<file path="src/design/rrs_pkg.sv">
// ----------------------------------------------------------------------------
// rrs_pkg: shared types and constants of the range rate shaper
// Event codes, command codes and the item record passed from front to back.
// ----------------------------------------------------------------------------
package rrs_pkg;

	localparam int MaxRanges  = 8;
	localparam int QueueDepth = 8;
	localparam int ResultLimit = 64;
	localparam int RangeIdxW  = 3;
	localparam int RangeCntW  = 4;
	localparam int QueuePtrW  = 3;
	localparam int QueueCntW  = 4;
	localparam int LimitCntW  = 7;
	localparam int CmdDepthW  = 1;

	typedef enum logic [1:0] {
		MODE_PACKET = 2'd0,
		MODE_TICK   = 2'd1,
		MODE_APPEND = 2'd2,
		MODE_FLUSH  = 2'd3
	} mode_t;

	typedef enum logic [2:0] {
		EV_ACCEPT  = 3'd0,
		EV_QUEUE   = 3'd1,
		EV_DROP    = 3'd2,
		EV_NORANGE = 3'd3,
		EV_RELEASE = 3'd4,
		EV_ADDED   = 3'd5,
		EV_REJECT  = 3'd6
	} event_t;

	// one input item after the front has latched it
	typedef struct packed {
		mode_t        mode;
		logic [31:0]  source_address;
		logic [15:0]  packet_length;
		logic [15:0]  packet_tag;
		logic [31:0]  range_first;
		logic [31:0]  range_last;
		logic [31:0]  byte_budget;
		logic [15:0]  period_ticks;
	} item_t;

	typedef struct packed {
		event_t                 kind;
		logic [15:0]            tag;
		logic [RangeIdxW-1:0]   idx;
		logic                   last;
	} result_t;

	typedef enum logic [2:0] {
		ST_IDLE,
		ST_SEARCH,
		ST_PACKET,
		ST_TICK_STEP,
		ST_TICK_REL,
		ST_EMIT
	} state_t;

endpackage

</file>
<file path="src/design/rrs_front.sv">
// ----------------------------------------------------------------------------
// rrs_front: input side of the range rate shaper
// Latches items into a two-entry command queue so the input keeps moving
// while the back end works.
// ----------------------------------------------------------------------------
module rrs_front (
	input  logic           clk,
	input  logic           arst_n,
	input  logic           push,
	output logic           full,
	input  rrs_pkg::item_t in_item,
	output logic           cmd_valid,
	output rrs_pkg::item_t cmd_item,
	input  logic           cmd_take
);

	rrs_pkg::item_t             fifo_q [2];
	logic [rrs_pkg::CmdDepthW-1:0] wr_q, rd_q;
	logic [1:0]                  cnt_q;
	logic                        do_push, do_pop;

	assign full      = (cnt_q == 2'd2);
	assign cmd_valid = (cnt_q != 2'd0);
	assign cmd_item  = fifo_q[rd_q];
	assign do_push   = push && !full;
	assign do_pop    = cmd_take && cmd_valid;

	always_ff @(posedge clk) begin
		if (do_push) begin
			fifo_q[wr_q] <= in_item;
		end
	end

	always_ff @(posedge clk or negedge arst_n) begin
		if (!arst_n) begin
			wr_q  <= '0;
			rd_q  <= '0;
			cnt_q <= '0;
		end else begin
			if (do_push) wr_q <= wr_q + 1'b1;
			if (do_pop)  rd_q <= rd_q + 1'b1;
			cnt_q <= cnt_q + {1'b0, do_push} - {1'b0, do_pop};
		end
	end

endmodule

</file>
<file path="config.mk">
export PLATFORM = sky130hd
export DESIGN_NAME = rrs_front
export DESIGN_NICKNAME = d
export VERILOG_FILES = /design/src/design/rrs_pkg.sv /design/src/design/rrs_front.sv
export SDC_FILE = /design/constraint.sdc
export NUM_CORES = 1
export LEC_CHECK = 0
export ABC_AREA = 1
export BUFFER_PORTS_ARGS = -buffer_cell sky130_fd_sc_hd__buf_2
export CORE_MARGIN = 2
export CORE_UTILIZATION = 25
export DETAILED_ROUTE_END_ITERATION = 16
export PLACE_DENSITY_LB_ADDON = 0.05
export SETUP_SLACK_MARGIN = 0.5
export SYNTH_ARGS = -nofsm -noshare
export SYNTH_HDL_FRONTEND = slang
export SYNTH_SLANG_ARGS = --single-unit
</file>
<file path="constraint.sdc">
create_clock -name clk -period 22.5 [get_ports clk]
set_input_delay 1.125 -clock clk [delete_from_list [all_inputs] [get_ports clk]]
set_output_delay 1.125 -clock clk [all_outputs]
set_load 0.01 [all_outputs]
</file>
==> impl_metrics.yaml <==
status:
  status: "complete, no violations"
routing:
  antenna_violating_nets_post_route: 0
  post-route-drc-count: 0
  dr_total_vias: 8121
  detail_route.wl_per_cell_um: 17.0
  drt-total-wl_mm: 35.1
  firstDrtPassIters: 5
  drtIter0Drc: 335
  vias_per_cell: 3.94
sta:
  worst_pin_slew_ns: 1.04
  timing.max_slew.rel_slack: 0.310
  final-setup-viol-count: 0
  finalClockSkew_ns: 0.0105
  fin_crit_sh: 0.205
  rsz0062_at_grt: "false"
  timing.setup.tns_ns: 0
  final.min_clock_period_ns: 4.61
  timing.final.max_slew_violations: 0
  worst_slack_ns: 17.89
  timing.fmax_ghz: 0.217
  hold_violations: 0
worst_setup_path:
  critical-path-max-stage-delay_ns: 0.88
  timing.critical_path.required_ns: 21.38
  worstPathArrival_ns: 3.48
  startpoint: "rd_q$_DFFE_PN0P_"
  origin_of_the_critical_flop_to_flop_path: "cnt_q[1]$_DFF_PN0_"
  worst_path_top_cell_family_by_delay: "buffers and inverters"
  cp.buffers_inverters: 3
  start_kind: "flip-flop"
  timing.critical_path.slowest_stage_cell: "dfrtp_4"
  worstPathMaxFanout: 67
  cp_cell_sequence: "buf_4, buf_4, nand2_1, nand2_1, buf_2"
  criticalPathCategory: "reg2out"
  setup.worst_path.end_class: "primary output"
placed_design:
  post-place-cells: 1980
  detailedPlacementHpwl_mm: 21.7
  place_worst_setup_slack_ns: 18.32
  port_buffers: 361
  place_congestion: 0.707
  postPlaceCellArea_um2: 15700
min_path:
  timing.hold.worst.class: "in2async"
floorplan:
  fp.dieArea_um2: 54700
  core-area_um2: 52400
  initial_core_util: 0.252
  row_count: 84
  pin_count: 362
  die_height_um: 234
  die_w_um: 234
finish:
  area.growth.synth_to_final_pct: 28.7
  fin_util: 0.324
  final_cell_area_um2: 17000
  drive_above_1_share: 0.311
  finalNonFillerCells: 2060
  nets: 1522
clock_tree:
  clock_latency_ns: 0.55
  clk_pin_slew_worst_paths_ns: 0.06
  tritoncts_num_sinks: 360
  cts_tree: "built"
  cts-hold-fix-buffers: 0
  clock_tree.root_cell: "clkbuf_16"
  clock_path_buffers: 3
  cts_htree_levels: 2
  tritoncts.num_buffers: 44
  post_cts.repair.setup_buffers: 0
  cts_repair_resize_count: 0
power_and_ir_drop:
  swShare: 0.345
  cellLeakagePower_uw: 0.00717
  power.clock.fraction: 0.283
  cellPowerDensity_nw_per_um2: 136
  net_switching_power_figure_uw: 796
  power_frac_comb: 0.300
  power_report.internal_total_uw: 1510
  vdd.ir_drop.worst_uv: 68.8
  sequentialPowerShare: 0.417
global_route:
  antenna_found_initial: 9
  via_count_of_the_first_global_routing_pass: 7734
  gr-usage-met2: 0.190
  overall_overflow_remaining_after_global_route: 0
  groute.layer.met3.usage: 0.0505
  global_route.usage.total: 0.123
  grt_start_max_net_pins: 113
  gr_layer_usage_met1: 0.156
  grt_first_pass_wirelength_mm: 49.8
  grt_most_used_layer: "met2"
logic_synthesis:
  syn_avg_cell_area_um2: 13.7
  synth_cells: 962
  ys_seq_area_frac: 0.817
  yosysTopAreaCell: "edfxtp_1"
  ys_seq_elements: 360
  synth_warnings: 0
  syn_area_um2: 13200
  net_count_of_the_mapped_netlist: 1146
  share_of_the_synthesized_area_in_the_top_cell_type: 0.809
  yosysUniqueCellTypes: 12
  synth.top_cells.by_area: "edfxtp_1 81%, nand2_1 16%, buf_6 1.0%, buf_2 0.80%, dfrtp_1 0.76%"
run:
  drv_cap: 0
[area by class of cell]
| class | instances | area [µm²] |
|---|---|---|
| Fill cell | 5337 | 35400 |
| Sequential cell | 360 | 10800 |
| Multi-Input combinational cell | 553 | 2100 |
| Timing Repair Buffer | 369 | 1870 |
| Clock buffer | 58 | 1170 |
| Tap cell | 688 | 861 |
| Clock inverter | 19 | 141 |
| Inverter | 10 | 47.5 |
| Antenna cell | 3 | 7.51 |
[power groups by stage]
stage / Clock (µW) / Combinational [µW] / Sequential (µW)
6_report: 654 / 693 / 962
5_1_grt: 704 / 784 / 976
4_1_cts: 682 / 728 / 964
3_5_place_dp: 0 / 726 / 977
3_3_place_gp: 0 / 729 / 977
2_1_floorplan: 0 / 416 / 989
[path summary, 6_finish.rpt]
| path | endpoint | slack [ns] | depth (start not counted) |
|---|---|---|---|
| hold / removal | cnt_q[1]$_DFF_PN0_ | 0.39 | 1 |
| setup / recovery | cmd_item[129] | 17.89 | 5 |
| hold reg to reg | wr_q$_DFFE_PN0P_ | 0.47 | 2 |
| max in group asynchronous | rd_q$_DFFE_PN0P_ | 21.94 | 1 |
| setup reg to reg | fifo_q[1][21]$_DFFE_PP_ | 19.28 | 5 |
| min in group clk | wr_q$_DFFE_PN0P_ | 0.47 | 2 |
[routing by layer]
| metal | part of all wire | vias to the layer above |
|---|---|---|
| met3 | 0.092 | 63 |
| met5 | 0.0014 | - |
| met4 | 0.026 | 10 |
| met2 | 0.46 | 236 |
| li1 | - | 4014 |
| met1 | 0.42 | 3798 |
[worst reg2reg max path, cell delays in order, from the launching register on]
cell and delay (ns):
dfrtp_1 0.40, nand2_1 0.12, nand2_1 0.13, nor2_4 0.68, buf_4 0.89, buf_4 0.61
[cell families (layout without fill, tap and decap cells)]
| kind of cell | count (synthesis) | in the layout | synth area share |
|---|---|---|---|
| adder cells (fa/ha/maj) | 2 | 2 | 0.00189 |
| buffers and inverters | 49 | 456 | 0.0243 |
| flip-flops | 360 | 360 | 0.817 |
| other | 0 | 3 | 0 |
| AND/OR/NAND/NOR | 551 | 551 | 0.157 |
[registers in the layout, summed over array words and instances (netlist names)]
register  flops
cnt_q         2
rd_q          1
wr_q          1
fifo_q      356
[synth_stat cells]
cell type and number:
nand2_1 547, edfxtp_1 356, buf_2 21, buf_6 12
inv_1 9, buf_4 5, dfrtp_1 4, nand3_1 3
ha_1 2, clkbuf_1 1, inv_4 1, nor2_1 1
[stage by stage]
| stage | power, µW | hold WS, ns |
|---|---|---|
| 2_1_floorplan | 1410 | 0.442 |
| 3_5_place_dp | 1700 | 0.459 |
| 4_1_cts | 2370 | 0.342 |
| 5_1_grt | 2460 | 0.363 |
| 3_3_place_gp | 1710 | 0.457 |
| 6_report | 2310 | 0.392 |
[cell usage in the layout, fill, tap and decap left out, drive strengths merged]
master    netlist  layout
clkinv          0      17
inv            10       9
ha              2       2
clkbuf          1      58
nor2            1       1
dfrtp           4       4
edfxtp        356     356
nand2         547     547
clkinvlp        0       1
buf            38     369
nand3           3       3
bufinv          0       2
diode           0       3
Power figures use the tool's default switching activity.
