File: config.mk
export PLATFORM = sky130hd
export DESIGN_NAME = rrs_outq
export DESIGN_NICKNAME = d
export VERILOG_FILES = /design/src/design/rrs_pkg.sv /design/src/design/rrs_outq.sv
export SDC_FILE = /design/constraint.sdc
export NUM_CORES = 1
export LEC_CHECK = 0
export ABC_CLOCK_PERIOD_IN_PS = 2350
export BUFFER_PORTS_ARGS = -buffer_cell sky130_fd_sc_hd__buf_2
export CORE_MARGIN = 5
export CORE_UTILIZATION = 59
export CTS_BUF_LIST = sky130_fd_sc_hd__clkbuf_4 sky130_fd_sc_hd__clkbuf_8
export DETAILED_ROUTE_END_ITERATION = 10
export HOLD_SLACK_MARGIN = 0.08
export PLACE_DENSITY = 0.78
export SYNTH_ARGS = -nofsm -noshare
export SYNTH_HDL_FRONTEND = slang
export SYNTH_SLANG_ARGS = --single-unit
export TNS_END_PERCENT = 10
File: constraint.sdc
create_clock -name clk -period 2.35 [get_ports clk]
set_input_delay 0.3525 -clock clk [delete_from_list [all_inputs] [get_ports clk]]
set_output_delay 0.3525 -clock clk [all_outputs]
set_load 0.1 [all_outputs]
File: src/design/rrs_pkg.sv
// ----------------------------------------------------------------------------
// rrs_pkg: shared types and constants of the range rate shaper
// Event codes, command codes and the item record passed from front to back.
// ----------------------------------------------------------------------------
package rrs_pkg;

	localparam int MaxRanges  = 8;
	localparam int QueueDepth = 8;
	localparam int ResultLimit = 64;
	localparam int RangeIdxW  = 3;
	localparam int RangeCntW  = 4;
	localparam int QueuePtrW  = 3;
	localparam int QueueCntW  = 4;
	localparam int LimitCntW  = 7;
	localparam int CmdDepthW  = 1;

	typedef enum logic [1:0] {
		MODE_PACKET = 2'd0,
		MODE_TICK   = 2'd1,
		MODE_APPEND = 2'd2,
		MODE_FLUSH  = 2'd3
	} mode_t;

	typedef enum logic [2:0] {
		EV_ACCEPT  = 3'd0,
		EV_QUEUE   = 3'd1,
		EV_DROP    = 3'd2,
		EV_NORANGE = 3'd3,
		EV_RELEASE = 3'd4,
		EV_ADDED   = 3'd5,
		EV_REJECT  = 3'd6
	} event_t;

	// one input item after the front has latched it
	typedef struct packed {
		mode_t        mode;
		logic [31:0]  source_address;
		logic [15:0]  packet_length;
		logic [15:0]  packet_tag;
		logic [31:0]  range_first;
		logic [31:0]  range_last;
		logic [31:0]  byte_budget;
		logic [15:0]  period_ticks;
	} item_t;

	typedef struct packed {
		event_t                 kind;
		logic [15:0]            tag;
		logic [RangeIdxW-1:0]   idx;
		logic                   last;
	} result_t;

	typedef enum logic [2:0] {
		ST_IDLE,
		ST_SEARCH,
		ST_PACKET,
		ST_TICK_STEP,
		ST_TICK_REL,
		ST_EMIT
	} state_t;

endpackage

File: src/design/rrs_outq.sv
// ----------------------------------------------------------------------------
// rrs_outq: result queue
// Small fifo between the back end and the result port.
// ----------------------------------------------------------------------------
module rrs_outq (
	input  logic              clk,
	input  logic              arst_n,
	input  logic              wr,
	input  rrs_pkg::result_t  wr_data,
	output logic              almost_full,
	output logic              empty,
	input  logic              pop,
	output rrs_pkg::result_t  rd_data
);

	rrs_pkg::result_t mem_q [4];
	logic [1:0] wr_q, rd_q;
	logic [2:0] cnt_q;
	logic do_pop;

	assign empty       = (cnt_q == 3'd0);
	assign almost_full = (cnt_q >= 3'd3);
	assign rd_data     = mem_q[rd_q];
	assign do_pop      = pop && !empty;

	always_ff @(posedge clk) begin
		if (wr) mem_q[wr_q] <= wr_data;
	end

	always_ff @(posedge clk or negedge arst_n) begin
		if (!arst_n) begin
			wr_q  <= '0;
			rd_q  <= '0;
			cnt_q <= '0;
		end else begin
			if (wr)     wr_q <= wr_q + 1'b1;
			if (do_pop) rd_q <= rd_q + 1'b1;
			cnt_q <= cnt_q + {2'b0, wr} - {2'b0, do_pop};
		end
	end

endmodule

==> impl_metrics.toml, run 1 <==
[logic_synthesis]
synth.cell_area_um2 = 3780
yosys_warnings = 0
avgSynthCellArea_um2 = 23.8
netlist_instances = 159
synth_cell_types = 18
yosysSeqAreaShare_pct = 77.8
ys_seq_elements = 99
synth_nets = 194

[sta]
max_freq_mhz = 450
worstMarginPinSlew_ns = 0.499
finalHoldViolations = 0
finalSetupViolCount = 0
finalClockSkew_ns = 0.00465
slew_viol_final = 0
fin_crit_sh_pct = 94.6
max-slew-margin-rel_pct = 66.9
fin_setup_tns_ns = 0
rsz0062_at_grt = "false"
fin_crit_ns = 2.22

[layout]
drive_gt1_share_pct = 41.6
layout.nets = 262
area_delta_synth_final_pct = 23.6
antennaDiodeCount = 0
post-route-util_pct = 74.4

[detailed_routing]
drt-initial-drc-count = 119
wirelength_mm = 6.21
drc = 0
avgRoutedWirePerCell_um = 20.2
vias = 1722
postRouteAntennaNets = 0
avgViaCountPerCell = 5.59
dr.pass1.iters = 4

[worst_hold_path]
min_to = "mem_q[2][14]"
whs_path_depth = 1
hp-class = "in -> reg"
hold_start = "wr_data[14]"

[grt]
antenna_found_initial = 0
grt_overflow_total = 0
grt_util_all_layers_pct = 16.6
grt_pass1_vias = 1899
grt_max_degree = 17
grt_pass1_wl_mm = 10.0

[critical_path]
critPathArrivalTime_ns = 1.87
criticalPathCategory = "reg -> out"
worstPathRequired_ns = 2.00
worst_r2r_startpoint = "cnt_q[1]"
regToRegSetupSlack_ns = 0.32
worst_path_max_delay_cell = "mux4_2"
r2r_cells = 7
crit_chain = "buf_4 > mux4_2 > buf_12"
slowest_delay_ns = 0.58
r2r-end = "cnt_q[2]"
worst-path-max-fanout = 9
start_kind = "flop"
endpoint_kind = "output pin"

[placed_design]
dp_hpwl_mm = 4.41
finalWeightedCongestion = 0.713
io_buffers = 51

[die]
die_h_um = 90.0
row_count = 29
initial_utilization_pct = 60.2
core_area_um2 = 6280
io_pins = 52
die_w_um = 90.0
die_area_um2 = 8100

[clock_network]
htreeDepth = 3
clock_sinks = 99
cts_resized = 0
clock-root-buffer = "clkbuf_8"
cts_tree = "yes"
clkLatencyLatePin_ns = 0.35
clkTransAtPathRegs_ns = 0.09
cts.path.max_buffers = 2
cts_buffers = 9

[run]
drv_cap = 0

[run_status]
status = "complete, no violations"
routing by layer:
metal	GRT usage [%]	share of wire, %
met2	27.6	54
met4	5.21	0.92
met3	6.51	5.8
met5	0	0
met1	19.9	39
Yosys cell counts:
cell	n	area, µm²
nor3_1	1	5.00
buf_2	3	15.0
ha_1	7	87.6
inv_1	8	30.0
o311ai_0	1	8.76
nand2_1	2	7.51
and2_1	4	25.0
buf_12	2	40.0
edfxtp_1	92	2760
mux4_1	5	131
xor2_1	2	17.5
dfrtp_1	7	175
o21ai_0	2	10.0
xnor2_1	2	17.5
buf_6	1	11.3
o31ai_1	1	7.51
mux4_2	18	405
fa_1	1	20.0
logic make-up after synthesis:
group           after synthesis  share of synthesized area [%]
flops                        99                           77.8
buf+inv                      14                           2.55
simple gates                  7                          0.994
xor+xnor                      4                          0.928
compound gates                4                          0.696
fa+ha+maj                     8                           2.85
mux                          23                           14.2
timing repair:
item	in CTS	in global routing
hold buffers	1	0
buffers inserted	0	0
hold endpoints to repair	7	0
layout make-up:
cell class / count / area (µm²)
well taps: 77 / 96.3
repair buffers: 63 / 643
multi-input cells: 46 / 748
inverters: 8 / 30.0
fillers: 342 / 1610
clock inverters: 6 / 88.8
clock buffers: 9 / 124
flip-flops and latches: 99 / 2940
flip-flops by register name (all words and copies together) (netlist names):
name and cells:
cnt_q 3, mem_q 92, rd_q 2, wr_q 2
cell usage in the layout, fill, tap and decap left out, drive strengths merged, types with 2 or more instances in the layout:
cell | synthesis | routed
and2 | 4 | 4
buf | 6 | 62
bufinv | 0 | 2
clkbuf | 0 | 9
clkinv | 0 | 2
dfrtp | 7 | 7
edfxtp | 92 | 92
ha | 7 | 7
inv | 8 | 9
mux4 | 23 | 23
nand2 | 2 | 2
o21ai | 2 | 2
xnor2 | 2 | 2
xor2 | 2 | 2
how the worst max path moves through the flow:
stage | start | end | slack, ns | cells past startpoint
6_report | rd_q[0] | rd_data[20] | 0.13 | 3
5_1_grt | rd_q[0] | rd_data[16] | 0.02 | 3
4_1_cts | rd_q[0] | rd_data[20] | 0.08 | 3
3_5_place_dp | cnt_q[1] | cnt_q[2] | 0.32 | 7
3_3_place_gp | cnt_q[1] | cnt_q[2] | 0.41 | 7
2_1_floorplan | cnt_q[1] | empty | 0.35 | 1
worst max-delay path: cells and delay by family, from the launching register on:
kind                   cells  cell delay, ns
buffers and inverters      2            0.45
multiplexers               1            0.58
flip-flops                 1            0.49
stage by stage:
| step | std cells | hold slack (ns) | area (µm²) | worst slack, ns |
|---|---|---|---|---|
| finish | 308 | 0.205 | 4670 | 0.128 |
| floorplan | 159 | 0.0569 | 3780 | 0.353 |
| global placement | 292 | 0.184 | 4450 | 0.408 |
| CTS | 308 | 0.189 | 4670 | 0.0843 |
| global route | 308 | 0.187 | 4670 | 0.0201 |
| detailed placement | 292 | 0.194 | 4450 | 0.320 |
Power of run 1 is left out: the tool's default activity adds up to more than one toggle a clock period on the data nets, which glitch-free logic cannot reach.
==> inputs of run 2 (changes only) <==
--- a/config.mk
+++ b/config.mk
@@ -5,14 +5,15 @@
 export SDC_FILE = /design/constraint.sdc
 export NUM_CORES = 1
 export LEC_CHECK = 0
+export ABC_AREA = 1
 export ABC_CLOCK_PERIOD_IN_PS = 2350
 export BUFFER_PORTS_ARGS = -buffer_cell sky130_fd_sc_hd__buf_2
 export CORE_MARGIN = 5
-export CORE_UTILIZATION = 59
+export CORE_UTILIZATION = 35
 export CTS_BUF_LIST = sky130_fd_sc_hd__clkbuf_4 sky130_fd_sc_hd__clkbuf_8
 export DETAILED_ROUTE_END_ITERATION = 10
 export HOLD_SLACK_MARGIN = 0.08
-export PLACE_DENSITY = 0.78
+export PLACE_DENSITY = 0.49
 export SYNTH_ARGS = -nofsm -noshare
 export SYNTH_HDL_FRONTEND = slang
 export SYNTH_SLANG_ARGS = --single-unit
==> impl_metrics.toml, run 2 <==
[detailed_routing]
avgViaCountPerCell = 4.45
drt-initial-drc-count = 110
postRouteAntennaNets = 0
vias = 2452
avgRoutedWirePerCell_um = 14.2
wirelength_mm = 7.85
drc = 0
dr.pass1.iters = 4

[sta]
whs_ns = 0.195
finalHoldViolations = 0
max-slew-margin-rel_pct = 67.9
finalSetupViolCount = 0
fin_crit_sh_pct = 90.6
slew_viol_final = 0
worstMarginPinSlew_ns = 0.486
finalClockSkew_ns = 0.00923
rsz0062_at_grt = "false"
max_freq_mhz = 470
fin_setup_tns_ns = 0
fin_crit_ns = 2.13

[critical_path]
endpoint_kind = "output pin"
worstPathRequired_ns = 2.00
slowest_delay_ns = 0.55
criticalPathCategory = "reg -> out"
critPathArrivalTime_ns = 1.78
path_common_cell = "nor2_1"
worst-path-max-fanout = 23
crit_chain = "buf_4 > nor2_1 > nor2_1 > o21ai_1 > nand2_1 > buf_12"
start_kind = "flop"
crit_start = "rd_q[0]"
r2r_cells = 9
worst_r2r_startpoint = "cnt_q[1]"
worst_path_max_delay_cell = "dfrtp_4"

[grt]
grt_max_degree = 25
grt_pass1_vias = 2485
grt_overflow_total = 0
grt_util_all_layers_pct = 11.7
antenna_found_initial = 0
grt_pass1_wl_mm = 12.8

[layout]
fillers = 1058
area_delta_synth_final_pct = 23.6
final_cell_mix = "92 x edfxtp_1, 82 x nand2_1, 48 x nor2_1, 37 x inv_1, 33 x o21ai_1"
stdcell_count = 551
largest_register_ffs = 92
largest_registers = "mem_q: 92 flops, cnt_q: 3 flops"
design_area_um2 = 5070
drive_gt1_share_pct = 20.1
final_common_cell = "edfxtp_1"
top_register = "mem_q"
antennaDiodeCount = 0
layout.nets = 438

[logic_synthesis]
yosys_warnings = 0
synth_common_cells = "92 x edfxtp_1, 82 x nand2_1, 48 x nor2_1, 37 x inv_1, 32 x o21ai_1"
ys.flop_type = "edfxtp_1"
ys_seq_elements = 99
yosys.area.top_type_share_pct = 67.4
avgSynthCellArea_um2 = 11.9
netlist_instances = 344
synth_cell_types = 15
synth_nets = 379
synth.most_common_cell = "edfxtp_1"
async_reset_ff_share_pct = 7.07
synth_edf_count = 92
yosysSeqAreaShare_pct = 71.7
synth.cell_area_um2 = 4100
ys_top_cells_by_area = "edfxtp_1 67%, nand2_1 7.5%, nor2_1 4.4%"
synth_top_cell_by_area = "edfxtp_1"

[clock_network]
clock-root-buffer = "clkbuf_8"
cts_setup_buffers = 0
cts_tree = "yes"
htreeDepth = 3
cts.path.max_buffers = 2
cts_buffers = 9
clkTransAtPathRegs_ns = 0.10
clkLatencyLatePin_ns = 0.37
clock_sinks = 99

[worst_hold_path]
hp-class = "in -> reg"
whs_path_depth = 1
hold_start = "wr_data[22]"

[die]
core_area_um2 = 11500
die_area_um2 = 14000
io_pins = 52
row_count = 39
die_h_um = 118
die_w_um = 118
initial_utilization_pct = 35.8

[placed_design]
place_area_um2 = 4830
finalWeightedCongestion = 0.679
dp_hpwl_mm = 5.19
io_buffers = 51
dp.cells = 534

[run_status]
status = "complete, no violations"

[run]
drv_cap = 0
-- run 2: cell types whose count changed in the layout (fill, tap and decap cells not counted), sizes merged, moves of 2 or more --
| cell | before | now |
|---|---|---|
| mux4 | 23 | 0 |
| inv | 9 | 39 |
| nor2 | 0 | 48 |
| and2 | 4 | 0 |
| nand3 | 0 | 2 |
| xnor2 | 2 | 0 |
| nand2 | 2 | 82 |
| o21ai | 2 | 48 |
-- run 2: per-layer routing --
layer / GRT usage, % / up-vias / share of wire (%)
li1: - / 1251 / -
met1: 14.2 / 1150 / 46
met2: 20.0 / 39 / 49
met3: 2.44 / 12 / 2.9
met4: 5.52 / 0 / 1.9
met5: 0 / - / 0
-- run 2: layout make-up --
class	instances	area, µm²	share of cell area, %
sequential	99	2940	58.0
inverter	39	151	2.99
clock inverter	6	90.1	1.78
multi-input combinational	190	863	17.0
timing repair buffer	64	713	14.1
tap	143	179	3.53
clock buffer	10	131	2.59
-- run 2: cell families after synthesis --
| group | Yosys count | share of synthesized area [%] |
|---|---|---|
| AND/OR/NAND/NOR | 132 | 12.1 |
| flip-flops | 99 | 71.7 |
| buffers and inverters | 55 | 7.29 |
| AO/OA/AOI/OAI | 48 | 5.86 |
| adder cells (fa/ha/maj) | 8 | 2.62 |
| XOR/XNOR | 2 | 0.427 |
-- run 2: path summary, 6_finish.rpt --
| kind | end | slack (ns) |
|---|---|---|
| worst max-delay path | rd_data[21] | 0.22 |
| worst min-delay path | mem_q[1][22] | 0.19 |
| worst max register to register | cnt_q[2] | 0.46 |
| worst min register to register | rd_q[1] | 0.54 |
| max in group asynchronous | rd_q[0] | 1.81 |
| min in group asynchronous | wr_q[0] | 0.35 |
-- run 2: timing repair --
item | CTS | global route
endpoints found under the hold margin | 7 | 0
gates resized for setup | 0 | 5
hold buffers | 1 | 0
endpoints found under the setup margin | 0 | 2
-- run 2: through the flow --
stage	setup WS, ns	utilization [%]
3_5_place_dp	0.465	42.1
2_1_floorplan	0.0703	-
3_3_place_gp	0.511	42.1
6_report	0.221	44.2
5_1_grt	0.0506	44.2
4_1_cts	0.110	44.1
-- run 2: critical path: cells and delay by family, from the launching register on --
kind / cells / cell delay [ns]
buffers and inverters: 2 / 0.48
and+or+nand+nor: 3 / 0.31
DFF: 1 / 0.55
AOI/OAI and AO/OA: 1 / 0.07
Power of run 2 is left out for the same reason.
==> inputs of run 3 (changes only) <==
--- a/config.mk
+++ b/config.mk
@@ -13,7 +13,7 @@
 export CTS_BUF_LIST = sky130_fd_sc_hd__clkbuf_4 sky130_fd_sc_hd__clkbuf_8
 export DETAILED_ROUTE_END_ITERATION = 10
 export HOLD_SLACK_MARGIN = 0.08
-export PLACE_DENSITY = 0.49
+export PLACE_DENSITY_LB_ADDON = 0.08
 export SYNTH_ARGS = -nofsm -noshare
 export SYNTH_HDL_FRONTEND = slang
 export SYNTH_SLANG_ARGS = --single-unit
==> impl_metrics.toml, run 3 (synthesis gave the netlist of run 2 again) <==
[run_status]
status = "complete, no violations"

[sta]
rsz0062_at_grt = "false"
fin_crit_ns = 2.11
finalClockSkew_ns = 0.00551
fin_setup_tns_ns = 0
worstMarginPinSlew_ns = 0.485
max-slew-margin-rel_pct = 67.9
fin_crit_sh_pct = 89.9
whs_ns = 0.194
max_freq_mhz = 473
finalSetupViolCount = 0
slew_viol_final = 0
finalHoldViolations = 0

[placed_design]
place_area_um2 = 4860
io_buffers = 51
finalWeightedCongestion = 0.702
dp_hpwl_mm = 5.03

[grt]
grt_max_degree = 31
grt_pass1_vias = 2468
grt_pass1_wl_mm = 13.2
antenna_found_initial = 0
grt_util_all_layers_pct = 12.1
grt_overflow_total = 0

[clock_network]
cts_tree = "yes"
clock_sinks = 99
htreeDepth = 3
clock-root-buffer = "clkbuf_8"
cts_buffers = 9
clkLatencyLatePin_ns = 0.36
clkTransAtPathRegs_ns = 0.09
cts.path.max_buffers = 2

[detailed_routing]
routed-wl-met2_mm = 3.75
drt-initial-drc-count = 128
met1_length_mm = 3.62
dr.pass1.iters = 4
top_layer = "met4"
dr_wl_met3_um = 299
avgRoutedWirePerCell_um = 14.2
postRouteAntennaNets = 0
avgViaCountPerCell = 4.50
vias = 2485
wirelength_mm = 7.85
drc = 0

[layout]
design_area_um2 = 5050
final_cell_mix = "92 x edfxtp_1, 82 x nand2_1, 48 x nor2_1, 37 x inv_1, 33 x o21ai_1"
top_register = "mem_q"
drive_gt1_share_pct = 20.0
area_delta_synth_final_pct = 23.1
post-route-util_pct = 44.0
final_common_cell = "edfxtp_1"
largest_register_ffs = 92
largest_registers = "mem_q: 92 flops, cnt_q: 3 flops"
layout.nets = 439
antennaDiodeCount = 0

[critical_path]
endpoint_kind = "output pin"
start_kind = "flop"
worst-path-max-fanout = 30
criticalPathCategory = "reg -> out"
worstPathRequired_ns = 2.00
critPathArrivalTime_ns = 1.76

[worst_hold_path]
hp-class = "in -> reg"

[die]
die_w_um = 118
row_count = 39
core_area_um2 = 11500
die_area_um2 = 14000
io_pins = 52
initial_utilization_pct = 35.8
die_h_um = 118

[run]
drv_cap = 0
[run 3: what timing repair did]
item / in CTS / in global routing
hold buffers: 1 / 0
buffers inserted: 0 / 1
endpoints found under the setup margin: 0 / 15
resized for setup: 0 / 1
hold endpoints to repair: 7 / 0
[run 3: metal layers]
metal	track usage, %	vias up
li1	-	1251
met4	6.45	0
met2	19.1	44
met5	0	-
met1	15.6	1175
met3	2.53	15
[run 3: critical path, stage by stage (launching register included)]
cell     delay [ns]
dfrtp_1        0.40
inv_2          0.27
buf_12         0.23
nor2_1         0.07
o21ai_1        0.08
nand2_1        0.13
buf_12         0.19
[run 3: cell type report]
class / count / area, µm²
timing repair buffer: 65 / 749
fill: 1053 / 6420
sequential: 99 / 2940
clock buffer: 11 / 139
clock inverter: 5 / 30.0
tap: 143 / 179
inverter: 39 / 146
multi-input combinational: 190 / 863
[run 3: path summary, 6_finish.rpt]
path,start,to,slack [ns],depth (start not counted)
worst min-delay path,wr_data[14],mem_q[2][14],0.19,1
worst max-delay path,rd_q[1],rd_data[0],0.24,6
worst max register to register,cnt_q[1],cnt_q[2],0.46,9
worst min register to register,rd_q[1],rd_q[1],0.51,2
min in group asynchronous,arst_n,cnt_q[2],0.34,2
max in group asynchronous,arst_n,rd_q[0],1.84,2
[run 3: stage by stage]
| stage | instances | setup WS (ns) |
|---|---|---|
| 2_1_floorplan | 344 | 0.0703 |
| 3_3_place_gp | 534 | 0.457 |
| 3_5_place_dp | 534 | 0.453 |
| 4_1_cts | 551 | 0.0246 |
| 5_1_grt | 552 | 0.0933 |
| 6_report | 552 | 0.238 |
Power of run 3 is left out for the same reason.
